<file path="src/tobc_pkg.sv">
// ============================================================================
// tobc_pkg: shared types and constants of the text-or-binary classifier
// Request payloads, per-buffer scan state, verdict reasons and signature bytes.
// ============================================================================
`default_nettype none

package tobc_pkg;

  // Scan window and derived widths
  localparam int unsigned SCAN_LIMIT  = 512;
  localparam int unsigned CNT_W       = $clog2(SCAN_LIMIT + 1);
  localparam int unsigned PROD_W      = CNT_W + 7;   // count * 100 fits here
  localparam int unsigned EARLY_INDEX = 32;          // first index of the early ratio test
  localparam int unsigned RATIO_NUM   = 100;
  localparam int unsigned RATIO_DEN   = 11;

  // Byte classes
  localparam logic [7:0] CTRL_LO   = 8'd7;
  localparam logic [7:0] CTRL_HI   = 8'd14;
  localparam logic [7:0] PRINT_LO  = 8'd32;
  localparam logic [7:0] PRINT_HI  = 8'd127;
  localparam logic [7:0] CONT_LO   = 8'd128;
  localparam logic [7:0] CONT_HI   = 8'd191;
  localparam logic [7:0] LEAD2_LO  = 8'd194;
  localparam logic [7:0] LEAD2_HI  = 8'd223;
  localparam logic [7:0] LEAD3_LO  = 8'd224;
  localparam logic [7:0] LEAD3_HI  = 8'd239;

  // Signature lengths
  localparam int unsigned MARK_LEN = 3;
  localparam int unsigned PDF_LEN  = 5;

  // Verdict values
  localparam logic VERDICT_TEXT   = 1'b0;
  localparam logic VERDICT_BINARY = 1'b1;

  // Reason codes
  typedef enum logic [2:0] {
    REASON_EMPTY       = 3'd0,
    REASON_MARK        = 3'd1,
    REASON_PDF         = 3'd2,
    REASON_ZERO        = 3'd3,
    REASON_EARLY_RATIO = 3'd4,
    REASON_FINAL_RATIO = 3'd5,
    REASON_TEXT        = 3'd6
  } reason_e;

  // Pending UTF-8 sequence
  typedef enum logic [1:0] {
    SEQ_NONE         = 2'd0,
    SEQ_TWO_TAIL     = 2'd1,
    SEQ_THREE_FIRST  = 2'd2,
    SEQ_THREE_SECOND = 2'd3
  } seq_e;

  // Input request
  typedef struct packed {
    logic [7:0]  data_byte;
    logic        first_byte;
    logic [31:0] buffer_length;
  } in_item_t;

  // Result
  typedef struct packed {
    logic       verdict;
    logic [2:0] reason;
  } out_item_t;

  // Per-buffer scan state
  typedef struct packed {
    logic [CNT_W-1:0] pos;
    logic [CNT_W-1:0] scan;
    logic [CNT_W-1:0] susp;
    logic             len_ge3;
    logic             len_ge5;
    logic             mark;
    logic             pdf;
    seq_e             seq;
    logic             done;
  } scan_state_t;

  // Byte order mark bytes
  function automatic logic [7:0] mark_byte(input logic [1:0] idx);
    logic [7:0] v;
    unique case (idx)
      2'd0:    v = 8'hEF;
      2'd1:    v = 8'hBB;
      2'd2:    v = 8'hBF;
      default: v = 8'h00;
    endcase
    return v;
  endfunction

  // "%PDF-" bytes
  function automatic logic [7:0] pdf_byte(input logic [2:0] idx);
    logic [7:0] v;
    unique case (idx)
      3'd0:    v = 8'h25;
      3'd1:    v = 8'h50;
      3'd2:    v = 8'h44;
      3'd3:    v = 8'h46;
      3'd4:    v = 8'h2D;
      default: v = 8'h00;
    endcase
    return v;
  endfunction

  // suspicious*100 >= 11*scan_length
  function automatic logic ratio_hit(input logic [CNT_W-1:0] cnt,
                                     input logic [CNT_W-1:0] scan);
    logic [PROD_W-1:0] lhs;
    logic [PROD_W-1:0] rhs;
    lhs = PROD_W'(cnt) * PROD_W'(RATIO_NUM);
    rhs = PROD_W'(scan) * PROD_W'(RATIO_DEN);
    return lhs >= rhs;
  endfunction

endpackage

`default_nettype wire

</file>
<file path="src/text_or_binary_classifier.sv">
// ============================================================================
// text_or_binary_classifier: per-buffer text or binary verdict
// Streams buffer bytes, scans the leading window and gives one verdict each.
// ============================================================================
//
//  channel | direction | payload               | handshake
//  --------+-----------+-----------------------+---------------------------
//  in      | request   | tobc_pkg::in_item_t   | in_valid_i / in_stall_o
//  out     | result    | tobc_pkg::out_item_t  | out_valid_o / out_stall_i
//
//  One byte per cycle unless a held result stalls the input; the byte that
//  decides a verdict passes the input register, then the result register.
//  The step logic sits between those two registers and updates the scan state.
//  After reset the block is idle: bytes are dropped until a first_byte request.
//  A held result stalls the input only once the input register is also full.
//
`default_nettype none

module text_or_binary_classifier (
  input  logic                clk_i,
  input  logic                rst_ni,
  input  logic                in_valid_i,
  output logic                in_stall_o,
  input  tobc_pkg::in_item_t  in_data_i,
  output logic                out_valid_o,
  input  logic                out_stall_i,
  output tobc_pkg::out_item_t out_data_o
);

  logic                  in_valid_q;
  tobc_pkg::in_item_t    in_q;
  tobc_pkg::scan_state_t state_q;
  tobc_pkg::scan_state_t state_d;
  logic                  res_valid;
  tobc_pkg::out_item_t   res;
  logic                  out_valid_q;
  tobc_pkg::out_item_t   out_q;
  logic                  advance;
  logic                  process;
  logic                  in_take;

  // Handshake control
  assign advance    = !out_valid_q || !out_stall_i;
  assign process    = in_valid_q && advance;
  assign in_stall_o = in_valid_q && !advance;
  assign in_take    = in_valid_i && !in_stall_o;

  // Classification step
  tobc_eval u_eval (
    .state_i     (state_q),
    .item_i      (in_q),
    .state_o     (state_d),
    .res_valid_o (res_valid),
    .res_o       (res)
  );

  // Control registers
  always_ff @(posedge clk_i or negedge rst_ni) begin
    if (!rst_ni) begin
      in_valid_q  <= 1'b0;
      out_valid_q <= 1'b0;
      state_q     <= '{pos: '0, scan: '0, susp: '0, len_ge3: 1'b0, len_ge5: 1'b0,
                       mark: 1'b0, pdf: 1'b0, seq: tobc_pkg::SEQ_NONE, done: 1'b1};
    end else begin
      if (in_take) begin
        in_valid_q <= 1'b1;
      end else if (process) begin
        in_valid_q <= 1'b0;
      end
      if (advance) begin
        out_valid_q <= process && res_valid;
      end
      if (process) begin
        state_q <= state_d;
      end
    end
  end

  // Payload registers
  always_ff @(posedge clk_i) begin
    if (in_take) begin
      in_q <= in_data_i;
    end
    if (process && res_valid) begin
      out_q <= res;
    end
  end

  assign out_valid_o = out_valid_q;
  assign out_data_o  = out_q;

endmodule

`default_nettype wire

</file>
<file path="src/tobc_eval.sv">
// ============================================================================
// tobc_eval: one-byte classification step
// Combinational next state and optional verdict for one request.
// ============================================================================
`default_nettype none

module tobc_eval (
  input  tobc_pkg::scan_state_t state_i,
  input  tobc_pkg::in_item_t    item_i,
  output tobc_pkg::scan_state_t state_o,
  output logic                  res_valid_o,
  output tobc_pkg::out_item_t   res_o
);

  localparam int unsigned CW = tobc_pkg::CNT_W;

  tobc_pkg::scan_state_t n;
  logic          fin;
  logic          examine;
  logic [7:0]    b;
  logic [CW-1:0] pos;
  logic [CW:0]   pos_p1;
  logic [CW:0]   pos_p2;
  logic [CW-1:0] clamp_len;
  logic          is_cont;
  logic          is_susp;
  logic          is_lead2;
  logic          is_lead3;

  // Byte classes and clamped length
  always_comb begin
    b         = item_i.data_byte;
    is_cont   = (b >= tobc_pkg::CONT_LO) && (b <= tobc_pkg::CONT_HI);
    is_susp   = !((b >= tobc_pkg::CTRL_LO) && (b <= tobc_pkg::CTRL_HI)) &&
                !((b >= tobc_pkg::PRINT_LO) && (b <= tobc_pkg::PRINT_HI));
    is_lead2  = (b >= tobc_pkg::LEAD2_LO) && (b <= tobc_pkg::LEAD2_HI);
    is_lead3  = (b >= tobc_pkg::LEAD3_LO) && (b <= tobc_pkg::LEAD3_HI);
    clamp_len = (item_i.buffer_length > 32'(tobc_pkg::SCAN_LIMIT)) ?
                CW'(tobc_pkg::SCAN_LIMIT) : item_i.buffer_length[CW-1:0];
  end

  // Step; fin marks that the outcome of this byte is settled
  always_comb begin
    n           = state_i;
    res_valid_o = 1'b0;
    res_o       = '0;
    fin         = 1'b0;
    examine     = 1'b1;
    pos         = state_i.pos;
    pos_p1      = {1'b0, state_i.pos} + (CW+1)'(1);
    pos_p2      = {1'b0, state_i.pos} + (CW+1)'(2);

    // New buffer
    if (item_i.first_byte) begin
      n.pos     = '0;
      n.susp    = '0;
      n.seq     = tobc_pkg::SEQ_NONE;
      n.mark    = 1'b0;
      n.pdf     = 1'b0;
      n.scan    = clamp_len;
      n.len_ge3 = item_i.buffer_length >= 32'(tobc_pkg::MARK_LEN);
      n.len_ge5 = item_i.buffer_length >= 32'(tobc_pkg::PDF_LEN);
      n.done    = 1'b0;
      if (item_i.buffer_length == 32'd0) begin
        res_valid_o   = 1'b1;
        res_o.verdict = tobc_pkg::VERDICT_TEXT;
        res_o.reason  = tobc_pkg::REASON_EMPTY;
        n.done        = 1'b1;
        fin           = 1'b1;
      end
    end

    // Idle or already decided
    if (!fin && n.done) begin
      fin = 1'b1;
    end
    if (!fin && (n.pos >= n.scan)) begin
      n.done = 1'b1;
      fin    = 1'b1;
    end

    // Signature prefixes
    if (!fin) begin
      pos    = n.pos;
      pos_p1 = {1'b0, pos} + (CW+1)'(1);
      pos_p2 = {1'b0, pos} + (CW+1)'(2);
      n.pos  = pos_p1[CW-1:0];
      if (pos == '0) begin
        n.mark = (b == tobc_pkg::mark_byte(2'd0));
        n.pdf  = (b == tobc_pkg::pdf_byte(3'd0));
      end else if (pos < CW'(tobc_pkg::PDF_LEN)) begin
        n.mark = n.mark && (pos < CW'(tobc_pkg::MARK_LEN)) &&
                 (b == tobc_pkg::mark_byte(pos[1:0]));
        n.pdf  = n.pdf && (b == tobc_pkg::pdf_byte(pos[2:0]));
      end
      if ((pos == CW'(tobc_pkg::MARK_LEN - 1)) && n.mark && n.len_ge3) begin
        res_valid_o   = 1'b1;
        res_o.verdict = tobc_pkg::VERDICT_TEXT;
        res_o.reason  = tobc_pkg::REASON_MARK;
        n.done        = 1'b1;
        fin           = 1'b1;
      end else if ((pos == CW'(tobc_pkg::PDF_LEN - 1)) && n.pdf && n.len_ge5) begin
        res_valid_o   = 1'b1;
        res_o.verdict = tobc_pkg::VERDICT_BINARY;
        res_o.reason  = tobc_pkg::REASON_PDF;
        n.done        = 1'b1;
        fin           = 1'b1;
      end
    end

    // Pending UTF-8 sequence
    if (!fin) begin
      unique case (n.seq)
        tobc_pkg::SEQ_TWO_TAIL: begin
          n.seq   = tobc_pkg::SEQ_NONE;
          examine = 1'b0;
          if (!is_cont) begin
            n.susp = n.susp + CW'(1);
            if ((pos >= CW'(tobc_pkg::EARLY_INDEX)) &&
                tobc_pkg::ratio_hit(n.susp, n.scan)) begin
              res_valid_o   = 1'b1;
              res_o.verdict = tobc_pkg::VERDICT_BINARY;
              res_o.reason  = tobc_pkg::REASON_EARLY_RATIO;
              n.done        = 1'b1;
              fin           = 1'b1;
            end
          end
        end
        tobc_pkg::SEQ_THREE_FIRST: begin
          examine = 1'b0;
          if (is_cont) begin
            n.seq = tobc_pkg::SEQ_THREE_SECOND;
          end else begin
            n.seq  = tobc_pkg::SEQ_NONE;
            n.susp = n.susp + CW'(1);
            if ((pos >= CW'(tobc_pkg::EARLY_INDEX)) &&
                tobc_pkg::ratio_hit(n.susp, n.scan)) begin
              res_valid_o   = 1'b1;
              res_o.verdict = tobc_pkg::VERDICT_BINARY;
              res_o.reason  = tobc_pkg::REASON_EARLY_RATIO;
              n.done        = 1'b1;
              fin           = 1'b1;
            end
          end
        end
        tobc_pkg::SEQ_THREE_SECOND: begin
          n.seq = tobc_pkg::SEQ_NONE;
          if (is_cont) begin
            examine = 1'b0;
          end else begin
            // counted at the index before this byte, then the byte is examined
            n.susp = n.susp + CW'(1);
            if ((pos >= CW'(tobc_pkg::EARLY_INDEX + 1)) &&
                tobc_pkg::ratio_hit(n.susp, n.scan)) begin
              res_valid_o   = 1'b1;
              res_o.verdict = tobc_pkg::VERDICT_BINARY;
              res_o.reason  = tobc_pkg::REASON_EARLY_RATIO;
              n.done        = 1'b1;
              fin           = 1'b1;
            end
          end
        end
        tobc_pkg::SEQ_NONE: begin
          n.seq = tobc_pkg::SEQ_NONE;
        end
      endcase
    end

    // Plain byte checks
    if (!fin && examine) begin
      if (b == 8'd0) begin
        res_valid_o   = 1'b1;
        res_o.verdict = tobc_pkg::VERDICT_BINARY;
        res_o.reason  = tobc_pkg::REASON_ZERO;
        n.done        = 1'b1;
        fin           = 1'b1;
      end else if (is_susp) begin
        if (is_lead2 && (pos_p1 < {1'b0, n.scan})) begin
          n.seq = tobc_pkg::SEQ_TWO_TAIL;
        end else if (is_lead3 && (pos_p2 < {1'b0, n.scan})) begin
          n.seq = tobc_pkg::SEQ_THREE_FIRST;
        end else begin
          n.susp = n.susp + CW'(1);
          if ((pos >= CW'(tobc_pkg::EARLY_INDEX)) &&
              tobc_pkg::ratio_hit(n.susp, n.scan)) begin
            res_valid_o   = 1'b1;
            res_o.verdict = tobc_pkg::VERDICT_BINARY;
            res_o.reason  = tobc_pkg::REASON_EARLY_RATIO;
            n.done        = 1'b1;
            fin           = 1'b1;
          end
        end
      end
    end

    // End of scan window
    if (!fin && (pos_p1 >= {1'b0, n.scan})) begin
      res_valid_o = 1'b1;
      n.done      = 1'b1;
      if (tobc_pkg::ratio_hit(n.susp, n.scan)) begin
        res_o.verdict = tobc_pkg::VERDICT_BINARY;
        res_o.reason  = tobc_pkg::REASON_FINAL_RATIO;
      end else begin
        res_o.verdict = tobc_pkg::VERDICT_TEXT;
        res_o.reason  = tobc_pkg::REASON_TEXT;
      end
    end

    state_o = n;
  end

endmodule

`default_nettype wire

</file>
<file path="config.mk">
export PLATFORM = sky130hd
export DESIGN_NAME = text_or_binary_classifier
export DESIGN_NICKNAME = d
export VERILOG_FILES = /design/src/tobc_pkg.sv /design/src/text_or_binary_classifier.sv /design/src/tobc_eval.sv
export SDC_FILE = /design/constraint.sdc
export NUM_CORES = 1
export LEC_CHECK = 0
export BUFFER_PORTS_ARGS = -buffer_cell sky130_fd_sc_hd__buf_2
export CORE_MARGIN = 4
export CORE_UTILIZATION = 43
export CTS_BUF_LIST = sky130_fd_sc_hd__clkbuf_2 sky130_fd_sc_hd__clkbuf_4 sky130_fd_sc_hd__clkbuf_8
export CTS_CLUSTER_DIAMETER = 40
export DETAILED_ROUTE_END_ITERATION = 6
export GPL_ROUTABILITY_DRIVEN = 0
export GPL_TIMING_DRIVEN = 1
export PLACE_DENSITY_LB_ADDON = 0.2
export SLEW_MARGIN = 30
export SYNTH_ARGS = -nofsm -noshare
export SYNTH_HDL_FRONTEND = slang
export SYNTH_SLANG_ARGS = --single-unit
</file>
<file path="constraint.sdc">
create_clock -name clk_i -period 12.7 [get_ports clk_i]
set_clock_uncertainty 0.05 [all_clocks]
set_input_delay 1.905 -clock clk_i [delete_from_list [all_inputs] [get_ports clk_i]]
set_output_delay 1.905 -clock clk_i [all_outputs]
set_load 0.05 [all_outputs]
</file>
==> results of run 1 <==
-- power breakdown --
| group | internal, W | switching [W] | leakage, nW |
|---|---|---|---|
| Clock | 0.0000938 | 0.000109 | 0.106 |
| Sequential | 0.000317 | 0.0000369 | 0.955 |
| Combinational | 0.000214 | 0.000314 | 4.35 |
-- sequential cells by signal, indices dropped and copies added, names as in the netlist --
| signal | cells |
|---|---|
| in_q | 41 |
| in_valid_q | 1 |
| out_data_o | 4 |
| out_valid_o | 1 |
| state_q | 37 |
-- cells by family after synthesis --
family / share of synthesized area, %
and+or+nand+nor: 18.3
AOI/OAI and AO/OA: 17.2
DFF: 22.4
buffers and inverters: 5.58
muxes: 1.05
adders and majority gates: 28.5
xor gates and xnor gates: 6.98
-- placed cells by master, fill, tap and decap left out, drive strengths merged, types with 9 or more instances in the layout --
cell type,synthesis,routed
xor2,35,35
a211oi,10,10
nand2,102,102
o21a,12,12
o21ai,68,68
clkbuf,30,9
nand4,16,16
or4,11,11
xnor2,47,47
nand3,35,35
ha,201,201
a21o,16,16
a211o,9,9
o21bai,10,10
nor4,9,9
nor3,26,26
and2,9,9
a31oi,11,11
inv,114,118
nor2,79,79
dfrtp,38,38
a21oi,61,61
nand2b,18,18
fa,22,22
and3,12,12
o211ai,13,13
nor2b,34,34
buf,7,62
edfxtp,45,45
-- synthesized netlist by cell type, types with 4 or more instances --
| library cell | instances |
|---|---|
| nor2_1 | 79 |
| a21o_1 | 16 |
| or3_1 | 8 |
| edfxtp_1 | 45 |
| o211ai_1 | 13 |
| nor3_1 | 26 |
| nand2b_1 | 18 |
| nand4_1 | 16 |
| dfrtp_1 | 38 |
| a21oi_1 | 59 |
| and2_1 | 9 |
| o31ai_1 | 5 |
| nand2_1 | 101 |
| buf_1 | 4 |
| clkbuf_1 | 30 |
| ha_1 | 201 |
| xnor2_1 | 46 |
| inv_1 | 114 |
| nor2b_1 | 34 |
| and3_1 | 12 |
| a211o_1 | 9 |
| and4_1 | 4 |
| o21ai_0 | 66 |
| a2111oi_0 | 5 |
| o22ai_1 | 4 |
| nor4_1 | 8 |
| o21bai_1 | 10 |
| a211oi_1 | 7 |
| o311a_1 | 4 |
| o21a_1 | 12 |
| nand3_1 | 35 |
| or4_1 | 8 |
| xor2_1 | 35 |
| a31oi_1 | 11 |
| fa_1 | 22 |
| mux2_2 | 7 |
-- critical path: cells and delay by family, from the launching register on --
| kind | cells | cell delay, ns |
|---|---|---|
| and+or+nand+nor | 7 | 1.63 |
| xor gates and xnor gates | 3 | 0.63 |
| DFF | 1 | 0.46 |
| AOI/OAI and AO/OA | 18 | 4.62 |
| buffers and inverters | 5 | 0.75 |
| adders and majority gates | 10 | 3.30 |
-- metrics by stage --
| step | hold WS, ns | setup WS (ns) |
|---|---|---|
| 2_1_floorplan | 0.388 | 2.28 |
| 3_3_place_gp | 0.406 | 1.21 |
| 3_5_place_dp | 0.412 | 0.916 |
| 4_1_cts | 0.435 | 0.864 |
| 5_1_grt | 0.462 | 0.0778 |
| 6_report | 0.433 | 0.988 |
-- area by class of cell --
cell class / count / share of cell area [%]
Clock buffer: 9 / 1.10
Clock inverter: 7 / 0.702
Inverter: 115 / 3.84
Multi-Input combinational cell: 960 / 67.0
Sequential cell: 84 / 20.7
Tap cell: 319 / 3.55
Timing Repair Buffer: 62 / 3.05
-- final timing paths --
kind,from,endpoint,slack (ns)
worst max register to register,in_q[1],out_data_o[3],0.99
max in group asynchronous,rst_ni,state_q[25],10.75
worst max-delay path,in_q[1],out_data_o[3],0.99
min in group asynchronous,rst_ni,state_q[35],1.45
worst min-delay path,state_q[20],state_q[20],0.43
worst min register to register,state_q[20],state_q[20],0.43
-- per-layer routing --
| metal | track usage (%) | vias up | share of wire (%) |
|---|---|---|---|
| li1 | - | 4379 | - |
| met1 | 28.4 | 4056 | 49 |
| met2 | 32.1 | 201 | 45 |
| met3 | 2.60 | 25 | 4.1 |
| met4 | 4.35 | 0 | 1.5 |
| met5 | 0 | - | 0 |
==> impl_results.md, run 1 <==
* Global-route total usage across every layer at 19.8%
* Antenna viol nets, final at 0
* Synth top area cells: ha_1, edfxtp_1, dfrtp_1
* Post-DP HPWL at 20800 µm
* Worst Hold Path Cells at 2
* CTS root buf: clkbuf_8
* Seq. cell area at 2330 µm²
* Area of the multi-input gates at 7530 µm²
* Diodes inserted at 0
* Setup repair bufs after CTS at 0
* Critical path class: reg2reg
* Placed inst area at 11000 µm²
* First-pass GRT wire length at 42700 µm
* Clock tree buffer depth at 2
* Worst-Skew Late Latency at 0.37 ns
* Final Power at 0.00108 W
* Initial antenna violation count at 0
* Synthesized net count at 1464
* Status: completed
* DR iter-0 viols at 586
* Seq/Total Area, Yosys at 22.4%
* Cts hold-fix bufs at 0
* Starting Density at 44.0%
* Post-placement cell count at 1540
* Largest net degree at the start of global routing at 57
* Vias at 8661
* Async set-or-reset flop fraction in the synthesized netlist at 46.4%
* TritonCTS buffer count at 9
* Critical Path AT at 11.76 ns
* Die Height at 163 µm
* Layout cells sized above 1 at 8.65%
* Relative max-transition margin at 39.0%
* Slowest CP cell: fa_1
* FF-to-FF path depth at 43
* Vias in the first global route at 8252
* DR vias/cell at 5.57
* Reg clk slew, reported paths at 0.10 ns
* Hold Vio Cnt, Final at 0
* Final Cell Area at 11200 µm²
* Max Cap Viol at 0
* Yosys reg bits at 84
* Critical path's largest stage delay at 0.52 ns
* Setup violators final at 0
* Required @ worst endpoint at 12.75 ns
* RSZ-0062 raised after global routing: no
* Setup TNS at 0 ns
* Worst-path maximum fanout at 12
* Clk sinks at 84
* Resize count post-CTS at 0
* Post-synth top area share at 24.2%
* Final nets at 1500
* Leak at 5.41 nW
* First drt pass iteration count at 5
* Core area at 23600 µm²
* Syn Area/Cell at 8.69 µm²
* WL final at 25800 µm
* Peak supply drop at 0.0654 mV
* Post-Layout Cell Count at 1556
* Cell area power density at 96.5 nW/µm²
* Ys flop type: edfxtp_1
* Die width at 163 µm
* Die area at 26700 µm²
* Worst setup EP type: flop
* Pins Over Slew Limit at 0
* Syn. warnings at 0
* Final worst path period need at 11.71 ns
* Most common cell on crit path: ha_1
* Cell taking the most area after synthesis: ha_1
* DR WL/cell at 16.6 µm
* CP Launch Type: flop
* Ports at 51
* HP Class: reg2reg
* Period utilization at 92.2%
* Htree depth at 3
* Worst-margin pin slew at 0.915 ns
* Area growth, synth to finish at 8.04%
* Post-synth EDFFs at 45
* Fillers at 2354
* Final core utilization at 47.6%
* CTS tree: yes
* Gr ovfl total at 0
* Synth cell types at 76
* FP Rows at 56
* Mapped cell area at 10400 µm²
* Synth Instances at 1196
* IO buf count at 50
* # DRC at 0
* Max Clock Freq at 85.4 MHz
Note: power is estimated with default switching activity, not from simulation.
==> run 2, diff against run 1 <==
Settings changed: BUFFER_PORTS_ARGS -buffer_cell sky130_fd_sc_hd__buf_2 to not set, DONT_BUFFER_PORTS set to 1.
==> run 2 against run 1 <==
Against the previous run: flip-flop and latch count unchanged; via count decreased by 2.3%; worst hold slack got worse by 0.0073 ns; fmax increased by 1.9%; final area decreased by 2.1%; utilization decreased by 0.98 points; wire length increased by 0.21%; largest cell class unchanged; largest power group unchanged.
==> impl_results.md, run 2 (synthesis results as in run 1) <==
* Status: completed
* Diodes inserted at 0
* Period utilization at 90.5%
* Most common cell after layout, fill and taps aside: ha_1
* Slowest CP cell: or4_1
* CTS root buf: clkbuf_8
* Vias in the first global route at 8165
* FP Rows at 56
* Initial antenna violation count at 0
* WL final at 25900 µm
* First-pass GRT wire length at 43200 µm
* Relative max-transition margin at 40.8%
* CTS tree: yes
* HP Class: reg2reg
* GR Util met2 at 32.1%
* Die Height at 163 µm
* DR vias/cell at 5.61
* Final core utilization at 46.6%
* Core area at 23600 µm²
* First drt pass iteration count at 5
* Gr ovfl total at 0
* Fin worst setup slack at 1.21 ns
* DR WL/cell at 17.1 µm
* Vias at 8464
* Critical path class: reg2reg
* Hold Vio Cnt, Final at 0
* Leak at 5.23 nW
* Worst-path maximum fanout at 13
* Critical Path AT at 11.56 ns
* Number of flip-flops in the largest register at 41
* Pins Over Slew Limit at 0
* Die width at 163 µm
* Worst-margin pin slew at 0.883 ns
* Worst setup EP type: flop
* Peak supply drop at 0.0705 mV
* Met1 global-route usage at 29.1%
* Die area at 26700 µm²
* DP Worst Slack at 0.758 ns
* Final worst path period need at 11.49 ns
* Busiest grt layer: met2
* Grt met3 use at 2.73%
* Required @ worst endpoint at 12.77 ns
* Setup TNS at 0 ns
* Clk sinks at 84
* Max Cap Viol at 0
* Top reg by flops: in_q
* Max Clock Freq at 87.0 MHz
* DR iter-0 viols at 527
* Post-DP HPWL at 20800 µm
* Layout cells sized above 1 at 4.95%
* TritonCTS buffer count at 9
* Worst-Skew Late Latency at 0.38 ns
* Cell area power density at 99.1 nW/µm²
* Clock tree buffer depth at 2
* RSZ-0062 raised after global routing: no
* Critical path's largest stage delay at 0.57 ns
* Most common cell on crit path: ha_1
* Setup violators final at 0
* Cts hold-fix bufs at 0
* Largest net degree at the start of global routing at 42
* Starting Density at 44.0%
* Reg clk slew, reported paths at 0.09 ns
* CP Launch Type: flop
* Ports at 51
* Antenna viol nets, final at 0
* Global-route total usage across every layer at 20.0%
* # DRC at 0
* Final nets at 1454
* Htree depth at 3
* Area growth, synth to finish at 5.81%
* Fillers at 2361
* Most frequent cells in the layout: ha_1, inv_1, nand2_1
* IO buf count at 0
run 2: cell types whose count changed in the layout (fill, tap and decap cells not counted), moves of 3 or more:
| cell | before | now |
|---|---|---|
| buf_2 | 49 | 0 |
| buf_4 | 13 | 16 |
| xor2_1 | 32 | 35 |
| xor2_2 | 3 | 0 |
run 2: final cells by class:
| cell class | count | area, µm² | share of cell area [%] |
|---|---|---|---|
| clock buffers | 10 | 131 | 1.19 |
| flip-flops and latches | 84 | 2330 | 21.2 |
| inverters | 115 | 432 | 3.92 |
| multi-input cells | 960 | 7520 | 68.3 |
| well taps | 319 | 399 | 3.63 |
| repair buffers | 16 | 120 | 1.09 |
| clock inverters | 6 | 71.3 | 0.648 |
run 2: final timing paths:
check,from,to,slack [ns],depth (start not counted)
hold reg to reg,state_q[17],state_q[17],0.43,2
max in group asynchronous,rst_ni,state_q[0],11.26,0
hold / removal,state_q[17],state_q[17],0.43,2
setup / recovery,in_q[3],out_data_o[3],1.21,42
min in group asynchronous,rst_ni,state_q[28],1.16,0
setup reg to reg,in_q[3],out_data_o[3],1.21,42
run 2: timing repair:
item	CTS	global route
setup buffers	0	3
resized for setup	0	1
setup endpoints to repair	0	3
run 2: worst max-delay path: cells and delay by family, from the launching register on:
kind | cells | cell delay, ns
flip-flops | 1 | 0.40
adder cells (fa/ha/maj) | 10 | 3.35
AO/OA/AOI/OAI | 18 | 4.66
AND/OR/NAND/NOR | 8 | 1.72
XOR/XNOR | 3 | 0.75
buffers and inverters | 3 | 0.31
run 2: metrics by stage:
stage	instance area [µm²]	power [W]	cells	hold slack (ns)
floorplan	10400	0.000740	1196	0.388
global placement	10800	0.000868	1491	0.405
detailed placement	10800	0.000872	1491	0.408
CTS	11000	0.00108	1507	0.430
global route	11000	0.00119	1510	0.463
finish	11000	0.00109	1510	0.426
run 2: routing by layer:
layer	wire length (µm)	part of all wire [%]	vias to the layer above
met2	11600	45	204
met4	418	1.6	0
met1	12700	49	3944
met3	1080	4.2	28
li1	-	-	4288
met5	0	0	-
run 2: where the power goes:
group          switching (W)  internal, W  total (W)  leakage, nW
Sequential         0.0000432     0.000317   0.000360        0.955
Combinational       0.000311     0.000213   0.000523         4.17
Clock               0.000112    0.0000957   0.000207        0.103
==> run 3, diff against run 2 <==
Settings changed: ABC_AREA set to 1, CORE_UTILIZATION 43 to 50, SKIP_LAST_GASP set to 1.
==> run 3 against run 2 <==
Against the previous run: flip-flop and latch count did not move; setup slack improved by 1.1 ns; critical path depth rose by 11; register-to-register slack better by 1.1 ns; area after synthesis increased by 5.7%; count of clock-buffer cells in the layout unchanged; first-iteration DRC count grew 17%; fmax rose by 11%; highest routed layer unchanged.
==> impl_results.md, run 3 <==
* Relative max-transition margin at 41.1%
* # DRC at 0
* Async set-or-reset flop fraction in the synthesized netlist at 46.4%
* Most frequent cells in the layout: nand2_1, inv_1, ha_1
* Delay-heaviest family, CP: adder cells
* Status: completed
* Post-DP HPWL at 23100 µm
* Gr ovfl total at 0
* Die Height at 156 µm
* CP Launch Type: flop
* Syn. warnings at 0
* Top reg by flops: in_q
* Syn Area/Cell at 7.28 µm²
* Yosys reg bits at 84
* Post-synth EDFFs at 45
* Area growth, synth to finish at 4.69%
* Ports at 51
* Synth top area cells: ha_1, edfxtp_1, nand2_1
* Critical Path AT at 10.56 ns
* Max Clock Freq at 96.4 MHz
* Synthesized net count at 1778
* Most common cell after layout, fill and taps aside: nand2_1
* Critical path's largest stage delay at 0.52 ns
* Vias at 9753
* Setup repair bufs after CTS at 0
* Final nets at 1774
* Hold_ws at 0.440 ns
* Fillers at 2056
* First-pass GRT wire length at 46700 µm
* FP Rows at 53
* Count leader, synth: nand2_1
* Clk sinks at 84
* Core area at 21300 µm²
* Worst Hold Path Cells at 2
* Cts hold-fix bufs at 0
* DR vias/cell at 5.46
* Vias in the first global route at 9548
* Number of flip-flops in the largest register at 41
* CTS tree: yes
* First drt pass iteration count at 5
* Critical path class: reg2reg
* Htree depth at 3
* Worst setup EP type: flop
* Setup TNS at 0 ns
* Global-route total usage across every layer at 23.5%
* Critical Path Stages at 53
* Setup violators final at 0
* Starting Density at 51.6%
* RSZ-0062 raised after global routing: no
* Required @ worst endpoint at 12.88 ns
* Die area at 24400 µm²
* Post-Layout Cell Count at 1787
* Worst-Skew Late Latency at 0.37 ns
* DR WL/cell at 15.5 µm
* Die width at 156 µm
* Post-placement cell count at 1770
* Pins Over Slew Limit at 0
* Seq/Total Area, Yosys at 21.2%
* Slowest CP cell: fa_1
* CP Buf/Inv Count at 6
* Top cell types by occurrence after synthesis: nand2_1, inv_1, ha_1, nor2_1, nand3_1
* Synth Instances at 1510
* TritonCTS buffer count at 9
* Mapped cell area at 11000 µm²
* FF-to-FF path depth at 53
* CTS root buf: clkbuf_8
* Final core utilization at 54.0%
* DR iter-0 viols at 619
* Most common cell on crit path: nand2_1
* Post-synth top area share at 22.9%
* Final worst path period need at 10.37 ns
* Antenna viol nets, final at 0
* Clock tree buffer depth at 2
* IO buf count at 0
* Initial antenna violation count at 1
* Synth cell types at 56
* Reg clk slew, reported paths at 0.09 ns
* Cell taking the most area after synthesis: ha_1
* HP Class: reg2reg
* Worst-path maximum fanout at 25
* Resize count post-CTS at 0
* WL final at 27800 µm
* Layout cells sized above 1 at 5.16%
* Ys flop type: edfxtp_1
* Max Cap Viol at 0
* Period utilization at 81.7%
* Hold Vio Cnt, Final at 0
* Worst-margin pin slew at 0.880 ns
* Largest net degree at the start of global routing at 42
[run 3: cell types whose count changed after synthesis, sizes merged, moves of 34 or more]
cell	previous run	this run
nand3	35	112
nor2b	34	0
inv	114	273
xnor2	47	11
nand2	102	327
nor2	79	138
[run 3: path summary, 6_finish.rpt]
check | from | to | slack [ns]
max in group asynchronous | rst_ni | state_q[0] | 11.26
min in group asynchronous | rst_ni | state_q[2] | 1.16
worst min-delay path | state_q[12] | state_q[12] | 0.44
worst min register to register | state_q[12] | state_q[12] | 0.44
worst max-delay path | in_q[32] | out_data_o[3] | 2.33
worst max register to register | in_q[32] | out_data_o[3] | 2.33
[run 3: logic make-up after synthesis]
family	Yosys count	share of synthesized area [%]
compound gates	206	10.7
xor+xnor	49	3.97
fa+ha+maj	223	26.9
buf+inv	295	10.4
flops	84	21.2
simple gates	653	26.8
[run 3: final cells by class]
cell class / count / area (µm²) / area share (%)
Inverter: 276 / 1040 / 9.04
Multi-Input combinational cell: 1131 / 7510 / 65.3
Timing Repair Buffer: 4 / 30.0 / 0.261
Tap cell: 275 / 344 / 2.99
Clock inverter: 6 / 113 / 0.979
Clock buffer: 10 / 131 / 1.14
Antenna cell: 1 / 2.50 / 0.0218
Sequential cell: 84 / 2330 / 20.2
[run 3: routing by layer]
| layer | wire (µm) | share of wire [%] | vias to the layer above | GRT usage, % |
|---|---|---|---|---|
| li1 | - | - | 4963 | - |
| met1 | 12300 | 44 | 4485 | 30.5 |
| met2 | 13400 | 48 | 246 | 41.0 |
| met3 | 1180 | 4.2 | 59 | 2.49 |
| met4 | 845 | 3.0 | 0 | 7.93 |
| met5 | 0 | 0 | - | 0 |
[run 3: worst min-delay path, delay by kind of cell (launching register included)]
family / cells / cell delay (ns)
DFF: 1 / 0.35
and+or+nand+nor: 2 / 0.11
[run 3: stage by stage]
step | setup slack [ns] | area [µm²]
after floorplan | 4.06 | 11000
after global placement | 2.40 | 11300
after detailed placement | 2.38 | 11300
after CTS | 2.31 | 11500
after global routing | 1.35 | 11500
final | 2.33 | 11500
Power of run 3 is not shown: default switching activity piles up to over one toggle a cycle in this logic, so the estimate is an artifact.
